--- config.mk ---
export PLATFORM = sky130hd
export DESIGN_NAME = html_tag_tokenizer
export DESIGN_NICKNAME = d
export VERILOG_FILES = /design/src/design/htt_pkg.sv /design/src/design/htt_step.sv /design/src/design/htt_out_buf.sv /design/src/design/html_tag_tokenizer.sv
export SDC_FILE = /design/constraint.sdc
export NUM_CORES = 1
export LEC_CHECK = 0
export ABC_AREA = 1
export BUFFER_PORTS_ARGS = -buffer_cell sky130_fd_sc_hd__buf_2
export CORE_MARGIN = 10
export CORE_UTILIZATION = 35
export CTS_BUF_LIST = sky130_fd_sc_hd__clkbuf_8 sky130_fd_sc_hd__clkbuf_16
export DETAILED_ROUTE_END_ITERATION = 12
export HOLD_SLACK_MARGIN = 0.06
export MAX_ROUTING_LAYER = met4
export SETUP_SLACK_MARGIN = 0.3
export SLEW_MARGIN = 25
export SYNTH_ARGS = -nofsm -noshare
export SYNTH_HDL_FRONTEND = slang
export SYNTH_SLANG_ARGS = --single-unit
export TNS_END_PERCENT = 10
--- constraint.sdc ---
create_clock -name clock -period 4.5 [get_ports clock]
set_input_delay 0.45 -clock clock [delete_from_list [all_inputs] [get_ports clock]]
set_output_delay 0.45 -clock clock [all_outputs]
set_load 0.03 [all_outputs]
--- src/design/htt_pkg.sv ---
// ----------------------------------------------------------------------------
// htt_pkg: shared types and constants for the HTML tag tokenizer
// Item layouts, parse phase codes, result kinds, error codes, characters.
// ----------------------------------------------------------------------------
`default_nettype none

package htt_pkg;

   localparam int TokLenW = 7;
   localparam logic [TokLenW-1:0] MaxTokenLen = TokLenW'(64);

   // parse phase codes
   localparam int PhaseW = 4;
   localparam logic [PhaseW-1:0] PhWaitLt   = 4'd0;
   localparam logic [PhaseW-1:0] PhAfterLt  = 4'd1;
   localparam logic [PhaseW-1:0] PhTagName  = 4'd2;
   localparam logic [PhaseW-1:0] PhAttrSkip = 4'd3;
   localparam logic [PhaseW-1:0] PhAttrName = 4'd4;
   localparam logic [PhaseW-1:0] PhAttrAftr = 4'd5;
   localparam logic [PhaseW-1:0] PhValSpace = 4'd6;
   localparam logic [PhaseW-1:0] PhValQ     = 4'd7;
   localparam logic [PhaseW-1:0] PhValUnq   = 4'd8;
   localparam logic [PhaseW-1:0] PhDone     = 4'd9;

   // result kinds
   localparam logic [2:0] KindTag  = 3'd0;
   localparam logic [2:0] KindAttr = 3'd1;
   localparam logic [2:0] KindVal  = 3'd2;
   localparam logic [2:0] KindEnd  = 3'd3;
   localparam logic [2:0] KindErr  = 3'd4;

   // error codes
   localparam logic [1:0] ErrNone    = 2'd0;
   localparam logic [1:0] ErrNoLt    = 2'd1;
   localparam logic [1:0] ErrBadName = 2'd2;
   localparam logic [1:0] ErrTooLong = 2'd3;

   // characters
   localparam logic [7:0] ChSpace = 8'h20;
   localparam logic [7:0] ChQuote = 8'h22;
   localparam logic [7:0] ChSlash = 8'h2F;
   localparam logic [7:0] ChLt    = 8'h3C;
   localparam logic [7:0] ChEq    = 8'h3D;
   localparam logic [7:0] ChGt    = 8'h3E;

   typedef struct packed {
      logic [7:0] ch;
      logic       begin_req;
   } req_item_type;

   typedef struct packed {
      logic [7:0] out_char;
      logic [2:0] kind;
      logic       token_start;
      logic       closing;
      logic [1:0] error_code;
      logic       last;
   } rsp_item_type;

   typedef struct packed {
      logic [PhaseW-1:0]  phase;
      logic               closing;
      logic [TokLenW-1:0] tlen;
   } parse_state_type;

endpackage

`default_nettype wire

--- src/design/htt_step.sv ---
// ----------------------------------------------------------------------------
// htt_step: next-state and result logic for one byte
// Pure combinational decode of the current parse state and the input byte.
// ----------------------------------------------------------------------------
`default_nettype none

module htt_step (
   input  wire htt_pkg::req_item_type    item,
   input  wire htt_pkg::parse_state_type cur,
   output htt_pkg::parse_state_type      nxt,
   output logic                          fire,
   output htt_pkg::rsp_item_type         result
);

   htt_pkg::parse_state_type eff;
   logic [7:0]                 c;
   logic                       letter;
   logic                       emit;
   logic [2:0]                 ekind;
   logic                       fin;
   logic [1:0]                 err;
   logic [htt_pkg::TokLenW-1:0] base_len;

   assign c      = item.ch;
   assign letter = (c >= 8'h41 && c <= 8'h5A) || (c >= 8'h61 && c <= 8'h7A);

   // begin_req restarts the parser before the byte is handled
   always_comb begin
      if (item.begin_req) begin
         eff.phase   = htt_pkg::PhWaitLt;
         eff.closing = 1'b0;
         eff.tlen    = '0;
      end else begin
         eff = cur;
      end
   end

   always_comb begin
      nxt      = eff;
      emit     = 1'b0;
      ekind    = htt_pkg::KindTag;
      fin      = 1'b0;
      err      = htt_pkg::ErrNone;
      base_len = eff.tlen;
      unique case (eff.phase) inside
         htt_pkg::PhWaitLt: begin
            if (c == htt_pkg::ChLt) nxt.phase = htt_pkg::PhAfterLt;
            else if (c != htt_pkg::ChSpace) err = htt_pkg::ErrNoLt;
         end
         htt_pkg::PhAfterLt, htt_pkg::PhTagName: begin
            if (eff.phase == htt_pkg::PhAfterLt) begin
               base_len  = '0;
               nxt.phase = htt_pkg::PhTagName;
            end
            if (eff.phase == htt_pkg::PhAfterLt && c == htt_pkg::ChSlash) begin
               nxt.closing = 1'b1;
            end else if (letter) begin
               emit  = 1'b1;
               ekind = htt_pkg::KindTag;
            end else if ((c == htt_pkg::ChSpace || c == htt_pkg::ChGt) && base_len != '0) begin
               if (eff.closing || c == htt_pkg::ChGt) fin = 1'b1;
               else nxt.phase = htt_pkg::PhAttrSkip;
            end else begin
               err = htt_pkg::ErrBadName;
            end
         end
         htt_pkg::PhAttrSkip, htt_pkg::PhAttrAftr: begin
            if (c == htt_pkg::ChSpace || c == htt_pkg::ChSlash) begin
               nxt.phase = eff.phase;
            end else if (c == htt_pkg::ChGt) begin
               fin = 1'b1;
            end else if (c == htt_pkg::ChEq) begin
               nxt.phase = htt_pkg::PhValSpace;
            end else if (letter) begin
               base_len  = '0;
               nxt.phase = htt_pkg::PhAttrName;
               emit      = 1'b1;
               ekind     = htt_pkg::KindAttr;
            end else begin
               err = htt_pkg::ErrBadName;
            end
         end
         htt_pkg::PhAttrName: begin
            if (letter) begin
               emit  = 1'b1;
               ekind = htt_pkg::KindAttr;
            end else if (c == htt_pkg::ChSpace || c == htt_pkg::ChSlash) begin
               nxt.phase = htt_pkg::PhAttrAftr;
            end else if (c == htt_pkg::ChEq) begin
               nxt.phase = htt_pkg::PhValSpace;
            end else if (c == htt_pkg::ChGt) begin
               fin = 1'b1;
            end else begin
               err = htt_pkg::ErrBadName;
            end
         end
         htt_pkg::PhValSpace: begin
            if (c != htt_pkg::ChSpace) begin
               base_len = '0;
               if (c == htt_pkg::ChSlash) begin
                  nxt.phase = htt_pkg::PhValUnq;
                  emit      = 1'b1;
                  ekind     = htt_pkg::KindVal;
               end else begin
                  // any other byte opens a quoted value
                  nxt.phase = htt_pkg::PhValQ;
               end
            end
         end
         htt_pkg::PhValQ: begin
            if (c == htt_pkg::ChQuote) begin
               nxt.phase = htt_pkg::PhAttrSkip;
            end else begin
               emit  = 1'b1;
               ekind = htt_pkg::KindVal;
            end
         end
         htt_pkg::PhValUnq: begin
            if (c == htt_pkg::ChSpace) begin
               nxt.phase = htt_pkg::PhAttrSkip;
            end else if (c == htt_pkg::ChGt) begin
               fin = 1'b1;
            end else begin
               emit  = 1'b1;
               ekind = htt_pkg::KindVal;
            end
         end
         default: nxt.phase = htt_pkg::PhDone;
      endcase

      nxt.tlen = base_len;
      if (emit) begin
         if (base_len >= htt_pkg::MaxTokenLen) err = htt_pkg::ErrTooLong;
         else nxt.tlen = base_len + htt_pkg::TokLenW'(1);
      end

      fire               = 1'b0;
      result.out_char    = 8'h00;
      result.kind        = htt_pkg::KindTag;
      result.token_start = 1'b0;
      result.closing     = nxt.closing;
      result.error_code  = htt_pkg::ErrNone;
      result.last        = 1'b0;
      if (err != htt_pkg::ErrNone) begin
         nxt.phase         = htt_pkg::PhDone;
         fire              = 1'b1;
         result.kind       = htt_pkg::KindErr;
         result.error_code = err;
         result.last       = 1'b1;
      end else if (fin) begin
         nxt.phase   = htt_pkg::PhDone;
         fire        = 1'b1;
         result.kind = htt_pkg::KindEnd;
         result.last = 1'b1;
      end else if (emit) begin
         fire               = 1'b1;
         result.out_char    = c;
         result.kind        = ekind;
         result.token_start = (base_len == '0);
      end
   end

endmodule

`default_nettype wire

--- src/design/htt_out_buf.sv ---
// ----------------------------------------------------------------------------
// htt_out_buf: two-entry result queue
// Result register plus skid entry; lets the parser keep going one item ahead.
// ----------------------------------------------------------------------------
`default_nettype none

module htt_out_buf (
   input  wire                          clock,
   input  wire                          reset,
   input  wire                          push,
   input  wire htt_pkg::rsp_item_type   push_item,
   output logic                         full,
   output logic                         rsp_valid,
   input  wire                          rsp_stall,
   output htt_pkg::rsp_item_type        rsp_item
);

   htt_pkg::rsp_item_type head_ff, head_in;
   htt_pkg::rsp_item_type tail_ff, tail_in;
   logic [1:0]            cnt_ff, cnt_in;
   logic                  pop;

   assign pop       = rsp_valid && !rsp_stall;
   assign full      = (cnt_ff == 2'd2);
   assign rsp_valid = (cnt_ff != 2'd0);
   assign rsp_item  = head_ff;

   always_comb begin
      head_in = head_ff;
      tail_in = tail_ff;
      cnt_in  = cnt_ff;
      if (push && pop) begin
         if (cnt_ff == 2'd1) begin
            head_in = push_item;
         end else begin
            head_in = tail_ff;
            tail_in = push_item;
         end
      end else if (push) begin
         if (cnt_ff == 2'd0) head_in = push_item;
         else tail_in = push_item;
         cnt_in = cnt_ff + 2'd1;
      end else if (pop) begin
         head_in = tail_ff;
         cnt_in  = cnt_ff - 2'd1;
      end
   end

   always_ff @(posedge clock) begin
      if (reset) cnt_ff <= 2'd0;
      else cnt_ff <= cnt_in;
      head_ff <= head_in;
      tail_ff <= tail_in;
   end

   a_cnt_range: assert property (@(posedge clock) disable iff (reset)
      cnt_ff != 2'd3)
      else $error("result queue count out of range");

   a_no_overflow: assert property (@(posedge clock) disable iff (reset)
      push |-> (cnt_ff != 2'd2 || pop))
      else $error("push into full result queue");

   a_shift_up: assert property (@(posedge clock) disable iff (reset)
      (pop && !push && cnt_ff == 2'd2) |=> (head_ff == $past(tail_ff)))
      else $error("skid entry not moved to head");

endmodule

`default_nettype wire

--- src/design/html_tag_tokenizer.sv ---
// ----------------------------------------------------------------------------
// html_tag_tokenizer: streaming tokenizer for the text of one HTML tag
// One byte per item in; tag name, attribute name/value bytes, end and errors out.
// ----------------------------------------------------------------------------
// Results: each result is pushed into the result queue as its byte is accepted.
// Throughput: one byte per cycle unless stalled; the parse state is registered.
// req_stall rises only while both entries of the two-deep result queue are full.
// Reset (synchronous, active high): parser waits for '<', closing flag and
// token length clear, result queue empties.
// ----------------------------------------------------------------------------
`default_nettype none

module html_tag_tokenizer (
   input  wire                         clock,
   input  wire                         reset,
   input  wire                         req_valid,
   output logic                        req_stall,
   input  wire htt_pkg::req_item_type  req_item,
   output logic                        rsp_valid,
   input  wire                         rsp_stall,
   output htt_pkg::rsp_item_type       rsp_item
);

   // parse state register
   htt_pkg::parse_state_type state_ff, state_in;
   htt_pkg::parse_state_type step_nxt;
   htt_pkg::rsp_item_type    step_result;
   logic                     step_fire;
   logic                     accept;
   logic                     q_full;

   assign req_stall = q_full;
   assign accept    = req_valid && !req_stall;

   // decode of one byte against the current state
   htt_step u_step (
      .item   (req_item),
      .cur    (state_ff),
      .nxt    (step_nxt),
      .fire   (step_fire),
      .result (step_result)
   );

   // state advances only on an accepted byte
   assign state_in = accept ? step_nxt : state_ff;

   always_ff @(posedge clock) begin
      if (reset) begin
         state_ff.phase   <= htt_pkg::PhWaitLt;
         state_ff.closing <= 1'b0;
         state_ff.tlen    <= '0;
      end else begin
         state_ff <= state_in;
      end
   end

   // result register with skid entry
   htt_out_buf u_out_buf (
      .clock     (clock),
      .reset     (reset),
      .push      (accept && step_fire),
      .push_item (step_result),
      .full      (q_full),
      .rsp_valid (rsp_valid),
      .rsp_stall (rsp_stall),
      .rsp_item  (rsp_item)
   );

   // tag end and error are the only final results
   a_last_kind: assert property (@(posedge clock) disable iff (reset)
      (rsp_valid && rsp_item.last) |->
         (rsp_item.kind == htt_pkg::KindEnd || rsp_item.kind == htt_pkg::KindErr))
      else $error("last flag on a character result");

   // token length never passes the limit
   a_len_limit: assert property (@(posedge clock) disable iff (reset)
      state_ff.tlen <= htt_pkg::MaxTokenLen)
      else $error("token length beyond limit");

   // a final result leaves the parser done
   a_done_after_last: assert property (@(posedge clock) disable iff (reset)
      (accept && step_fire && step_result.last) |=> (state_ff.phase == htt_pkg::PhDone))
      else $error("parser not done after final result");

endmodule

`default_nettype wire

==> metrics.txt <==
drt pass-1 iters=5; Clk pin slew, worst setup/hold paths=approximately 100 ps; status=completed; routability cong.=about 0.87; RSZ-0062 raised after global routing=false; Reg2Reg Setup Slack=~740 ps; MaxCap Viol Count=0; final hold vios=0; library cells used by synthesis=just over 40; largest net degree at the start of global routing=26; mapped cell area=3360 µm²; die height=118 µm; CP delay by family, top=simple AND/OR/NAND/NOR gates; Crit Path Max Fanout=19; Remaining DRCs=0; WHS=432 ps; Critical Path Stages=21; fill count=around 1,000; Resized cells post-CTS=0; asr flop ratio synth=0%; Crit Path Category=in2reg; antenna violations before repair=0; crit start category=input port; ANT cells=0; Critical path destination=u_out_buf.rsp_item[11]; Peak Freq=266 MHz; Peak VDD IR=about 0.17 mV; vias per cell=between 4 and 5; Max-slew headroom=between 40% and 50%; PwrDens=475 nW/µm²; Core ar.=between 9000 and 10,000 µm²; fin crit share=83.6%; Area Overhead vs Synth=11.4%; iteration-0 DRC count of the detailed router=~180; I/O Pins=31; crit path from=req_item[0]; CP arrival=around 3800 ps; Final Critical Period=3760 ps; HPWL Detailed=~6.3 mm; register area share after synthesis=around 37%; CP Cell Sequence=buf_2, inv_4, nand3_4, nor2_1, nand2_1, nand2_1, inv_2, nand3_1, nor2_4, nor2_4, nor2_8, nand3_4, nand2_4, inv_1, ha_1, clkinv_1, buf_4, nand2_1, nand2_1, a21oi_1, o211ai_2; final WL=approximately 8 mm; CTS tree=yes; CTS max path bufs=2; Syn Nets=463; Final setup violation count=0; Worst EP required=around 4500 ps; Worst path most repeated cell=nand2_1; clk_skew=between 15 and 20 ps; number of global-route vias before repair=2,865; Hold Crit Class=in2reg; reg-to-reg endpoint=u_out_buf.rsp_item[11]; slowest CP cell=ha_1; via count=2,990; first-pass GRT wire length=around 14 mm; total die area=13,900 µm²; row count=35; Post-synth EDFFs=32; H-tree depth=2; GR Util All Layers=approximately an eighth; total gr overflow=0; reg2reg start=state_ff[10]; Post-DRT Antenna Nets=0; Clock Sinks=46; CTS Buf Count=5; number of setup buffers added after CTS=0; Post-Route Setup TNS=0 ps; CTS root buffer=clkbuf_8; cell count after synthesis=444; port buffer count=30; die width=about 120 µm; Buf/Inv on CP=6; # nets final=between 400 and 500; Placed Cells=about 600; pins over their slew limit=0; Main synth FF type=edfxtp_1; Worst-Skew Late Latency=~300 ps; flip-flop and latch count after synthesis=46; fraction of layout cells with a size suffix above 1=between 20% and 30%; Pleak=between 1.5 and 2 nW; syn_area_per_cell=approximately 7.6 µm²; max incr delay on CP=~540 ps; Routed WL per cell=13.2 µm; worst-margin pin slew=around 750 ps; crit end category=flop; Hold-fix buffers, CTS=0; Worst Reg-to-Reg Cells=19; depth of the worst hold-timing path=2; starting density of the core=approximately 36%; final setup margin=738 ps; Warnings, synthesis=0; dpl ws=around 470 ps; non-filler cells in the finished layout=about 600
## power breakdown
part	internal [mW]	total (mW)	switching (mW)
clock network	0.166	0.309	0.143
registers	0.632	0.690	0.0578
logic	0.224	0.778	0.554
total	1.02	1.78	0.754
## per-stage QoR
stage | cell area (µm²) | total power [mW] | utilization [%]
after floorplan | 3360 | 1.29 | -
after global placement | 3630 | 1.47 | 39.1
after detailed placement | 3630 | 1.49 | 39.1
after CTS | 3740 | 1.80 | 40.3
after global routing | 3740 | 1.91 | 40.3
final | 3740 | 1.78 | 40.3
## worst register-to-register path, cell delays in order, from the launching register on
cell and delay (ps):
dfxtp_1 470, nand3_4 140, nor2_1 300, nand2_1 180, nand2_1 110, inv_2 30
nand3_1 100, nor2_4 60, nor2_4 140, nor2_8 80, nand3_4 120, nand2_4 170
inv_1 110, ha_1 540, clkinv_1 190, buf_4 220, nand2_1 70, nand2_1 160
a21oi_1 210, o211ai_2 110
## cell usage in the layout (no fill, tap or decap), types with 2 or more instances in the layout
| master | netlist | final |
|---|---|---|
| a21oi_1 | 29 | 29 |
| a21oi_2 | 3 | 3 |
| a31oi_1 | 3 | 3 |
| buf_2 | 2 | 30 |
| buf_4 | 1 | 5 |
| clkbuf_8 | 0 | 5 |
| clkinv_1 | 2 | 2 |
| dfxtp_1 | 14 | 14 |
| edfxtp_1 | 32 | 32 |
| ha_1 | 6 | 6 |
| inv_1 | 60 | 60 |
| inv_2 | 11 | 11 |
| nand2_1 | 78 | 78 |
| nand2_2 | 15 | 15 |
| nand2_4 | 2 | 2 |
| nand3_1 | 42 | 42 |
| nand3_2 | 12 | 12 |
| nand3_4 | 3 | 3 |
| nand3b_1 | 2 | 2 |
| nand4_1 | 15 | 15 |
| nor2_1 | 39 | 39 |
| nor2_2 | 4 | 4 |
| nor2_4 | 4 | 4 |
| nor3_1 | 5 | 5 |
| o211ai_1 | 5 | 5 |
| o211ai_2 | 6 | 6 |
| o21ai_0 | 22 | 22 |
| o21ai_1 | 5 | 5 |
| xor2_1 | 2 | 2 |
## cell usage after synthesis, drive strengths merged, types with 3 or more instances
master	number	share of area, %
nand2	95	12
inv	72	8.1
nand3	57	11
nor2	48	7.0
a21oi	32	5.1
edfxtp	32	29
o21ai	28	4.3
nand4	15	2.8
dfxtp	14	8.3
o211ai	11	3.4
clkbuf	8	0.89
ha	6	2.2
buf	5	1.5
nor3	5	0.75
a31oi	3	0.56
## layer usage
metal	track usage (%)	wire [µm]
met1	14.3	3620
met2	19.8	3920
met3	2.16	333
met4	4.10	109
met5	-	0
## worst min path at each step
| stage | end | slack, ps | from |
|---|---|---|---|
| final | u_out_buf.cnt_ff[0] | 430 | reset |
| after global routing | state_ff[5] | 450 | reset |
| after CTS | state_ff[5] | 440 | reset |
| after detailed placement | state_ff[1] | 500 | state_ff[1] |
| after global placement | state_ff[1] | 480 | state_ff[1] |
| after floorplan | state_ff[1] | 460 | state_ff[1] |
## logic make-up (layout without fill, tap and decap cells)
logic type | count (synthesis) | in the layout | synth area share [%]
XOR/XNOR | 3 | 3 | 0.783
AO/OA/AOI/OAI | 78 | 78 | 14.3
AND/OR/NAND/NOR | 224 | 224 | 35.0
adder cells (fa/ha/maj) | 6 | 6 | 2.24
flip-flops | 46 | 46 | 37.0
buffers and inverters | 87 | 117 | 10.7
## flip-flops by register name, summed over array words and instances (netlist names)
register,count
state_ff,12
u_out_buf.tail_ff,16
u_out_buf.cnt_ff,2
u_out_buf.rsp_item,16
## area by class of cell
class	instances	area, µm²	share of cell area, %
multi-input combinational	311	1760	47.0
sequential	46	1240	33.2
inverter	74	280	7.49
timing repair buffer	35	188	5.02
tap	129	161	4.32
clock buffer	5	68.8	1.84
clock inverter	3	43.8	1.17
No activity file was read; power rests on OpenSTA's default activity.
